**config.mk**
```make
export PLATFORM = sky130hd
export DESIGN_NAME = primitive_assembler_unit_flat
export DESIGN_NICKNAME = d
export VERILOG_FILES = /design/src/hdl/pa_pkg.sv /design/src/hdl/pa_ifs.sv /design/src/hdl/primitive_assembler_unit.sv /design/src/flat_wrapper.sv
export SDC_FILE = /design/constraint.sdc
export NUM_CORES = 1
export LEC_CHECK = 0
export BUFFER_PORTS_ARGS = -buffer_cell sky130_fd_sc_hd__buf_2
export CAP_MARGIN = 20
export CORE_AREA = 2 2 176 178
export DETAILED_ROUTE_END_ITERATION = 10
export DIE_AREA = 0 0 178 180
export PLACE_DENSITY_LB_ADDON = 0.25
export SLEW_MARGIN = 20
export SYNTH_ARGS = -nofsm -noshare
export SYNTH_HDL_FRONTEND = slang
export SYNTH_SLANG_ARGS = --single-unit
```
**constraint.sdc**
```tcl
create_clock -name clk -period 7.5 [get_ports clk]
set_input_delay 1.5 -clock clk [delete_from_list [all_inputs] [get_ports clk]]
set_output_delay 1.5 -clock clk [all_outputs]
set_load 0.05 [all_outputs]
```
**src/hdl/pa_pkg.sv**
```systemverilog
package pa_pkg;

  // Default width of a vertex index
  localparam int INDEX_BITS_DEF = 24;

  // Configuration register indexes
  localparam int CFG_INDEX_BITS = 2;
  localparam logic [CFG_INDEX_BITS-1:0] REG_PRIM_MODE  = 2'd0;
  localparam logic [CFG_INDEX_BITS-1:0] REG_INDEX_BASE = 2'd1;

  // Primitive modes; code seven is unused
  typedef enum logic [2:0] {
    MODE_TRIANGLES  = 3'd0,
    MODE_QUADS      = 3'd1,
    MODE_FAN        = 3'd2,
    MODE_STRIP      = 3'd3,
    MODE_LINES      = 3'd4,
    MODE_LINE_STRIP = 3'd5,
    MODE_POINTS     = 3'd6
  } prim_mode_t;

  // Primitive kinds on the result channel
  localparam logic [1:0] KIND_TRIANGLE = 2'd0;
  localparam logic [1:0] KIND_LINE     = 2'd1;
  localparam logic [1:0] KIND_POINT    = 2'd2;

endpackage

```
**src/hdl/pa_ifs.sv**
```systemverilog
interface pa_vtx_if import pa_pkg::*; #(
  parameter int IndexBits = INDEX_BITS_DEF
);
  logic                 valid;
  logic                 ready;
  logic [IndexBits-1:0] vertex_index;
  logic                 first_of_draw;

  modport source (output valid, vertex_index, first_of_draw, input ready);
  modport sink   (input valid, vertex_index, first_of_draw, output ready);
endinterface

interface pa_prim_if import pa_pkg::*; #(
  parameter int IndexBits = INDEX_BITS_DEF
);
  logic                 valid;
  logic                 ready;
  logic [1:0]           prim_kind;
  logic [IndexBits-1:0] corner_a;
  logic [IndexBits-1:0] corner_b;
  logic [IndexBits-1:0] corner_c;
  logic [IndexBits-1:0] max_seen;
  logic                 run_end;

  modport source (output valid, prim_kind, corner_a, corner_b, corner_c, max_seen, run_end,
                  input ready);
  modport sink   (input valid, prim_kind, corner_a, corner_b, corner_c, max_seen, run_end,
                  output ready);
endinterface

interface pa_cfg_if import pa_pkg::*; #(
  parameter int IndexBits = INDEX_BITS_DEF
);
  logic                      valid;
  logic                      ready;
  logic [CFG_INDEX_BITS-1:0] reg_index;
  logic [IndexBits-1:0]      reg_data;

  modport source (output valid, reg_index, reg_data, input ready);
  modport sink   (input valid, reg_index, reg_data, output ready);
endinterface

```
**src/hdl/primitive_assembler_unit.sv**
```systemverilog
// Primitive assembler: turns a stream of vertex indices into triangles,
// lines or points according to the prim_mode register.
// Channels: in_ch takes one vertex word (vertex_index, first_of_draw),
// out_ch gives one primitive word, cfg_ch writes prim_mode (index 0)
// and index_base (index 1); cfg_ch is always ready.
// Latency: the first primitive completed by a vertex appears on out_ch in the
// cycle after that vertex is accepted. Vertices that complete nothing
// only update the held corners and the running maximum.
// Throughput: one vertex per cycle while out_ch accepts, in every mode
// but quads; a vertex that completes a quad yields two words and holds
// in_ch while the second word sits in the spare register.
// Reset: mode goes to triangles, base to zero, assembly state and the
// running maximum clear, and both output registers empty.
// Stall: a word waiting on out_ch holds; in_ch drops ready while that word
// waits unaccepted or while the spare register is occupied; with it empty,
// a vertex is still taken in the cycle the output word leaves.
module primitive_assembler_unit import pa_pkg::*; #(
  parameter int INDEX_BITS = INDEX_BITS_DEF
) (
  input  logic       clk,
  input  logic       rst_n,
  pa_vtx_if.sink     in_ch,
  pa_prim_if.source  out_ch,
  pa_cfg_if.sink     cfg_ch
);

  typedef logic [INDEX_BITS-1:0] idx_t;

  typedef struct packed {
    logic [1:0] kind;
    idx_t       a;
    idx_t       b;
    idx_t       c;
    idx_t       max;
    logic       run_end;
  } res_t;

  // configuration
  prim_mode_t mode_r;
  idx_t       base_r;

  // assembly state
  logic [1:0] phase_r, phase_nxt;
  logic [1:0] seen_r, seen_nxt;
  idx_t       anchor_r, anchor_nxt;
  idx_t       older_r, older_nxt;
  idx_t       newer_r, newer_nxt;
  idx_t       max_r, max_nxt;

  // output side
  res_t       out_r, out_nxt;
  res_t       spare_r, spare_nxt;
  logic       out_v_r, out_v_nxt;
  logic       spare_v_r, spare_v_nxt;

  logic       acc;
  logic       pop;
  logic [INDEX_BITS:0] sum;
  idx_t       v;
  logic [1:0] phase_cur, seen_cur;
  idx_t       anchor_cur, older_cur, newer_cur, max_cur;
  res_t       res0, res1;
  logic       have0, have1;

  assign cfg_ch.ready = 1'b1;
  assign in_ch.ready  = !spare_v_r && (!out_v_r || out_ch.ready);
  assign acc          = in_ch.valid && in_ch.ready;
  assign pop          = out_v_r && out_ch.ready;

  assign out_ch.valid     = out_v_r;
  assign out_ch.prim_kind = out_r.kind;
  assign out_ch.corner_a  = out_r.a;
  assign out_ch.corner_b  = out_r.b;
  assign out_ch.corner_c  = out_r.c;
  assign out_ch.max_seen  = out_r.max;
  assign out_ch.run_end   = out_r.run_end;

  // saturating offset add
  assign sum = {1'b0, in_ch.vertex_index} + {1'b0, base_r};
  assign v   = sum[INDEX_BITS] ? '1 : sum[INDEX_BITS-1:0];

  // a new draw sees cleared state
  assign phase_cur  = in_ch.first_of_draw ? 2'd0 : phase_r;
  assign seen_cur   = in_ch.first_of_draw ? 2'd0 : seen_r;
  assign anchor_cur = in_ch.first_of_draw ? '0 : anchor_r;
  assign older_cur  = in_ch.first_of_draw ? '0 : older_r;
  assign newer_cur  = in_ch.first_of_draw ? '0 : newer_r;
  assign max_cur    = in_ch.first_of_draw ? '0 : max_r;

  always_comb begin
    phase_nxt  = phase_cur;
    seen_nxt   = seen_cur;
    anchor_nxt = anchor_cur;
    older_nxt  = older_cur;
    newer_nxt  = newer_cur;
    max_nxt    = (v > max_cur) ? v : max_cur;
    have0      = 1'b0;
    have1      = 1'b0;
    res0       = '{kind: KIND_TRIANGLE, a: '0, b: '0, c: '0, max: max_nxt, run_end: 1'b1};
    res1       = res0;

    unique case (mode_r)
      MODE_TRIANGLES: begin
        if (phase_cur == 2'd0) begin
          anchor_nxt = v;
          phase_nxt  = 2'd1;
        end else if (phase_cur == 2'd1) begin
          older_nxt = v;
          phase_nxt = 2'd2;
        end else begin
          res0.a    = anchor_cur;
          res0.b    = older_cur;
          res0.c    = v;
          have0     = 1'b1;
          phase_nxt = 2'd0;
        end
      end
      MODE_QUADS: begin
        if (phase_cur == 2'd0) begin
          anchor_nxt = v;
          phase_nxt  = 2'd1;
        end else if (phase_cur == 2'd1) begin
          older_nxt = v;
          phase_nxt = 2'd2;
        end else if (phase_cur == 2'd2) begin
          newer_nxt = v;
          phase_nxt = 2'd3;
        end else begin
          res0.a       = anchor_cur;
          res0.b       = older_cur;
          res0.c       = newer_cur;
          res0.run_end = 1'b0;
          res1.a       = anchor_cur;
          res1.b       = newer_cur;
          res1.c       = v;
          have0        = 1'b1;
          have1        = 1'b1;
          phase_nxt    = 2'd0;
        end
      end
      MODE_FAN: begin
        if (seen_cur == 2'd0) begin
          anchor_nxt = v;
          seen_nxt   = 2'd1;
        end else if (seen_cur == 2'd1) begin
          newer_nxt = v;
          seen_nxt  = 2'd2;
        end else begin
          res0.a    = anchor_cur;
          res0.b    = newer_cur;
          res0.c    = v;
          have0     = 1'b1;
          newer_nxt = v;
          seen_nxt  = 2'd2;
        end
      end
      MODE_STRIP: begin
        if (seen_cur == 2'd0) begin
          older_nxt = v;
          seen_nxt  = 2'd1;
        end else if (seen_cur == 2'd1) begin
          newer_nxt = v;
          seen_nxt  = 2'd2;
        end else begin
          res0.a    = older_cur;
          res0.b    = newer_cur;
          res0.c    = v;
          have0     = 1'b1;
          older_nxt = newer_cur;
          newer_nxt = v;
          seen_nxt  = 2'd2;
        end
      end
      MODE_LINES: begin
        if (phase_cur == 2'd0) begin
          anchor_nxt = v;
          phase_nxt  = 2'd1;
        end else begin
          res0.kind = KIND_LINE;
          res0.a    = anchor_cur;
          res0.b    = v;
          have0     = 1'b1;
          phase_nxt = 2'd0;
        end
      end
      MODE_LINE_STRIP: begin
        if (seen_cur == 2'd0) begin
          newer_nxt = v;
          seen_nxt  = 2'd1;
        end else begin
          res0.kind = KIND_LINE;
          res0.a    = newer_cur;
          res0.b    = v;
          have0     = 1'b1;
          newer_nxt = v;
          seen_nxt  = 2'd1;
        end
      end
      MODE_POINTS: begin
        res0.kind = KIND_POINT;
        res0.a    = v;
        have0     = 1'b1;
      end
      default: begin
        // unused mode: only the running maximum moves
      end
    endcase
  end

  always_comb begin
    out_nxt     = out_r;
    spare_nxt   = spare_r;
    out_v_nxt   = out_v_r;
    spare_v_nxt = spare_v_r;
    if (pop) begin
      if (spare_v_r) begin
        out_nxt     = spare_r;
        spare_v_nxt = 1'b0;
      end else begin
        out_v_nxt = 1'b0;
      end
    end
    if (acc && have0) begin
      out_nxt   = res0;
      out_v_nxt = 1'b1;
    end
    if (acc && have1) begin
      spare_nxt   = res1;
      spare_v_nxt = 1'b1;
    end
  end

  always_ff @(posedge clk) begin
    if (!rst_n) begin
      mode_r    <= MODE_TRIANGLES;
      base_r    <= '0;
      phase_r   <= 2'd0;
      seen_r    <= 2'd0;
      anchor_r  <= '0;
      older_r   <= '0;
      newer_r   <= '0;
      max_r     <= '0;
      out_v_r   <= 1'b0;
      spare_v_r <= 1'b0;
    end else begin
      if (cfg_ch.valid) begin
        if (cfg_ch.reg_index == REG_PRIM_MODE) begin
          mode_r <= prim_mode_t'(cfg_ch.reg_data[2:0]);
        end else if (cfg_ch.reg_index == REG_INDEX_BASE) begin
          base_r <= cfg_ch.reg_data[INDEX_BITS-1:0];
        end
      end
      if (acc) begin
        phase_r  <= phase_nxt;
        seen_r   <= seen_nxt;
        anchor_r <= anchor_nxt;
        older_r  <= older_nxt;
        newer_r  <= newer_nxt;
        max_r    <= max_nxt;
      end
      out_v_r   <= out_v_nxt;
      spare_v_r <= spare_v_nxt;
    end
  end

  always_ff @(posedge clk) begin
    out_r   <= out_nxt;
    spare_r <= spare_nxt;
  end

  a_spare_behind_out: assert property (@(posedge clk) disable iff (!rst_n)
    spare_v_r |-> out_v_r)
    else $error("spare word held without an output word");

  a_spare_blocks_input: assert property (@(posedge clk) disable iff (!rst_n)
    spare_v_r |-> !in_ch.ready)
    else $error("input taken while spare word pending");

  a_quad_two_words: assert property (@(posedge clk) disable iff (!rst_n)
    (acc && mode_r == MODE_QUADS && phase_cur == 2'd3) |=> (out_v_r && spare_v_r))
    else $error("completed quad did not yield two words");

  a_corners_within_max: assert property (@(posedge clk) disable iff (!rst_n)
    out_v_r |-> (out_r.a <= out_r.max && out_r.b <= out_r.max && out_r.c <= out_r.max))
    else $error("corner above running maximum");

endmodule
```
**src/flat_wrapper.sv**
```systemverilog
// flat-port wrapper written by rule: the top's interface ports become plain ports
module primitive_assembler_unit_flat import pa_pkg::*;
#(
  parameter int INDEX_BITS = INDEX_BITS_DEF
)
  (clk, rst_n, in_ch_valid, in_ch_vertex_index, in_ch_first_of_draw, in_ch_ready, out_ch_valid, out_ch_prim_kind, out_ch_corner_a, out_ch_corner_b, out_ch_corner_c, out_ch_max_seen, out_ch_run_end, out_ch_ready, cfg_ch_valid, cfg_ch_reg_index, cfg_ch_reg_data, cfg_ch_ready);
  pa_vtx_if in_ch_i ();
  pa_prim_if out_ch_i ();
  pa_cfg_if cfg_ch_i ();
  input  logic clk;
  input  logic rst_n;
  input wire logic [$bits(in_ch_i.valid)-1:0] in_ch_valid;
  input wire logic [$bits(in_ch_i.vertex_index)-1:0] in_ch_vertex_index;
  input wire logic [$bits(in_ch_i.first_of_draw)-1:0] in_ch_first_of_draw;
  output wire logic [$bits(in_ch_i.ready)-1:0] in_ch_ready;
  output wire logic [$bits(out_ch_i.valid)-1:0] out_ch_valid;
  output wire logic [$bits(out_ch_i.prim_kind)-1:0] out_ch_prim_kind;
  output wire logic [$bits(out_ch_i.corner_a)-1:0] out_ch_corner_a;
  output wire logic [$bits(out_ch_i.corner_b)-1:0] out_ch_corner_b;
  output wire logic [$bits(out_ch_i.corner_c)-1:0] out_ch_corner_c;
  output wire logic [$bits(out_ch_i.max_seen)-1:0] out_ch_max_seen;
  output wire logic [$bits(out_ch_i.run_end)-1:0] out_ch_run_end;
  input wire logic [$bits(out_ch_i.ready)-1:0] out_ch_ready;
  input wire logic [$bits(cfg_ch_i.valid)-1:0] cfg_ch_valid;
  input wire logic [$bits(cfg_ch_i.reg_index)-1:0] cfg_ch_reg_index;
  input wire logic [$bits(cfg_ch_i.reg_data)-1:0] cfg_ch_reg_data;
  output wire logic [$bits(cfg_ch_i.ready)-1:0] cfg_ch_ready;
  assign in_ch_i.valid = in_ch_valid;
  assign in_ch_i.vertex_index = in_ch_vertex_index;
  assign in_ch_i.first_of_draw = in_ch_first_of_draw;
  assign in_ch_ready = in_ch_i.ready;
  assign out_ch_valid = out_ch_i.valid;
  assign out_ch_prim_kind = out_ch_i.prim_kind;
  assign out_ch_corner_a = out_ch_i.corner_a;
  assign out_ch_corner_b = out_ch_i.corner_b;
  assign out_ch_corner_c = out_ch_i.corner_c;
  assign out_ch_max_seen = out_ch_i.max_seen;
  assign out_ch_run_end = out_ch_i.run_end;
  assign out_ch_i.ready = out_ch_ready;
  assign cfg_ch_i.valid = cfg_ch_valid;
  assign cfg_ch_i.reg_index = cfg_ch_reg_index;
  assign cfg_ch_i.reg_data = cfg_ch_reg_data;
  assign cfg_ch_ready = cfg_ch_i.ready;
  primitive_assembler_unit #(.INDEX_BITS(INDEX_BITS)) u_core (.clk(clk), .rst_n(rst_n), .in_ch(in_ch_i), .out_ch(out_ch_i), .cfg_ch(cfg_ch_i));
endmodule
```
==> results.sh <==
export IMPL_synth_nets=1845
export IMPL_htree_num_levels=2
export IMPL_gp_congestion=0.985
export IMPL_regArea_sq_mm=0.00844
export IMPL_power_frac_seq_pct=46.9
export IMPL_cts_buffer_depth=3
export IMPL_synth_top_area_share_pct=35.7
export IMPL_period_share_pct=90.5
export IMPL_final_cell_area_sq_mm=0.0189
export IMPL_cts_resized_gates=0
export IMPL_finClkSkew_ns=0.0253
export IMPL_dpl_cell_area_sq_mm=0.0178
export IMPL_drive_above_1_share_pct=17.0
export IMPL_cts_buffers=35
export IMPL_ys_types=77
export IMPL_cts_tree="built"
export IMPL_period_minus_slack_ns=6.79
export IMPL_synth_yosys_seq_area_share_pct=51.4
export IMPL_max_slew_margin_pct=27.9
export IMPL_ir_worst_vdd_v=0.000157
export IMPL_dr_pass1_iters=9
export IMPL_setup_viol=0
export IMPL_critPathMaxFanout=20
export IMPL_whs_ns=0.458
export IMPL_track_usage_pct=33.6
export IMPL_routed_wirelength_um=54100
export IMPL_synth_top_area_cell="edfxtp_1"
export IMPL_wl_met2_um=22500
export IMPL_status="finished clean"
export IMPL_critPathCaptureType="flop"
export IMPL_hold_class="reg -> reg"
export IMPL_rsz0062_at_grt="no"
export IMPL_syn_to_final_growth_pct=15.1
export IMPL_grt_max_degree=100
export IMPL_synth_edf_count=195
export IMPL_synth_fa_ha_area_share_pct=4.16
export IMPL_crit_type="in -> reg"
export IMPL_clkSinkCount=324
export IMPL_postCtsSetupRepairBufs=0
export IMPL_multi_input_area_sq_mm=0.00743
export IMPL_wl_met1_um=22000
export IMPL_ys_flop_type="edfxtp_1"
export IMPL_dieWidth_um=178
export IMPL_tightest_slew_ns=1.08
export IMPL_drc=0
export IMPL_slew_viol_final=0
export IMPL_fp_dieArea_sq_mm=0.0320
export IMPL_power_leakage_uw=0.00730
export IMPL_met3_length_um=6760
export IMPL_dp_hpwl_um=36300
export IMPL_p_per_area_mw_per_mm2=220
export IMPL_syn_inst=1735
export IMPL_fin_tns_setup_ns=0
export IMPL_power_internal_uw=3040
export IMPL_insertion_delay_ns=0.53
export IMPL_vias_per_cell=6.41
export IMPL_ys_seq_elements=324
export IMPL_maxCapViolations=0
export IMPL_synth_top_family_by_area="compound AO/OA/AOI/OAI gates"
export IMPL_cp_required_ns=7.78
export IMPL_yosys_area_share_simple_pct=15.9
export IMPL_ctsRootBufferMaster="clkbuf_16"
export IMPL_ys_warn_count=0
export IMPL_diodes=0
export IMPL_p_sw_uw=1110
export IMPL_fmax_mhz=147
export IMPL_portBuffers=156
export IMPL_synth_async_reset_ratio_pct=0
export IMPL_wl_per_cell_um=23.6
export IMPL_n_fill_cell=2560
export IMPL_clkTransAtPathRegs_ns=0.06
export IMPL_core_sq_mm=0.0302
export IMPL_synth_compound_area_share_pct=22.7
export IMPL_grt_pass1_vias=14100
export IMPL_p_clk_share_pct=40.4
export IMPL_drtIter0Drc=2165
export IMPL_ios=158
export IMPL_antenna_found_initial=0
export IMPL_overflow=0
export IMPL_cts_hold_buffers=0
export IMPL_synthTopCellsByArea="edfxtp_1 36%, dfxtp_1 16%, nand2_1 5.7%"
export IMPL_switching_share_pct=26.8
export IMPL_syn_area_per_cell_sq_um=9.46
export IMPL_routed_top_layer="met4"
export IMPL_synth_mux_area_fraction_pct=1.17
export IMPL_pwr_share_comb_pct=12.8
export IMPL_syn_area_sq_mm=0.0164
export IMPL_grt_pass1_wl_um=82500
export IMPL_fin_nets=1983
export IMPL_start_util_pct=54.3
export IMPL_startpoint_type="input port"
export IMPL_hold_viol_final=0
export IMPL_synth_xor_area_share_pct=0.900
export IMPL_fp_dieH_um=180
export IMPL_worstPathArrival_ns=7.07
export IMPL_rows=64
export IMPL_vias=14700
export IMPL_antenna_left=0
## flip-flops by register name (all words and copies together), names as in the netlist, 3 cells and up
signal	count
u_core.anchor_r	24
u_core.base_r	24
u_core.max_r	24
u_core.mode_r	3
u_core.newer_r	24
u_core.older_r	24
u_core.out_ch.corner_a	24
u_core.out_ch.corner_b	24
u_core.out_ch.corner_c	24
u_core.out_ch.max_seen	24
u_core.spare_r	96
## final timing paths
kind | cells after the start | startpoint | to | slack, ns
setup / recovery | 19 | in_ch_vertex_index[0] | u_core.out_ch.max_seen[0] | 0.71
setup reg to reg | 18 | u_core.base_r[0] | u_core.out_ch.max_seen[0] | 1.50
hold / removal | 2 | u_core.base_r[10] | u_core.base_r[10] | 0.46
hold reg to reg | 2 | u_core.base_r[10] | u_core.base_r[10] | 0.46
## kinds of logic after synthesis
group	Yosys count
compound gates	567
xor+xnor	16
fa+ha+maj	54
buf+inv	153
flops	324
mux	18
other cells	1
simple gates	602
## metal layers
layer	global-route usage (%)	up-vias
met3	7.78	152
li1	-	6694
met4	15.4	0
met2	47.7	956
met5	0.309	-
met1	48.7	6911
## cell usage in the layout (no fill, tap or decap), drive strengths merged, types with 11 or more instances in the layout
master	synthesis	final
a21oi	174	174
a221oi	16	16
a222oi	41	41
a22o	23	23
a22oi	40	40
a31oi	21	21
and2	34	34
buf	24	216
clkbuf	91	44
clkinv	2	18
dfxtp	129	129
edfxtp	195	195
ha	53	53
inv	36	35
nand2	248	248
nand2b	11	11
nand3	17	17
nor2	201	201
nor2b	25	25
nor3	24	24
o211ai	14	14
o21a	15	15
o21ai	140	140
o22ai	11	11
or2	15	15
xnor2	12	12
## power groups by stage
stage / combinational (uW) / clock (uW) / sequential (uW)
6_report: 531 / 1680 / 1950
5_1_grt: 568 / 1770 / 1950
4_1_cts: 515 / 1690 / 1950
3_5_place_dp: 511 / 0 / 1980
3_3_place_gp: 500 / 0 / 1980
2_1_floorplan: 314 / 0 / 1980
## final cells by class
type,instances,share of cell area [%]
Tap cell,396,2.62
Clock buffer,44,4.98
Clock inverter,18,0.848
Multi-Input combinational cell,1258,39.4
Timing Repair Buffer,216,6.72
Inverter,38,0.762
Sequential cell,324,44.7
## Yosys cell counts (17+ instances only)
master and n:
clkbuf_1 91, nor2b_1 25, nor2_1 199, a31oi_1 21, a222oi_1 41, ha_1 53, dfxtp_1 129, and2_1 34
edfxtp_1 195, nand3_1 17, a22o_1 23, a22oi_1 40, o21ai_0 127, nand2_1 247, nor3_1 24, inv_1 33
a21oi_1 173
## critical path, cell delays in order
cell,delay [ns]
buf_2,0.10
ha_1,0.23
fa_1,0.43
a211oi_1,0.32
o21ai_2,0.14
o2111ai_1,0.34
and3_1,0.25
a21oi_2,0.21
nor2_1,0.81
inv_1,0.34
ha_1,0.40
nand2b_1,0.06
a21oi_1,0.13
nor4_1,0.06
a2111oi_0,0.39
nor3_1,0.18
nor2_4,0.48
mux2_2,0.41
mux2_2,0.27
## metrics by stage
step           utilization, %  worst slack (ns)  power, uW  std cells
2_1_floorplan               -              1.51       2300       1735
3_3_place_gp             58.9             0.473       2480       2232
3_5_place_dp             58.9             0.411       2500       2232
4_1_cts                  62.5             0.904       4150       2294
5_1_grt                  62.5             0.370       4290       2294
6_report                 62.5             0.710       4160       2294
Note: power is estimated with default switching activity, not from simulation.
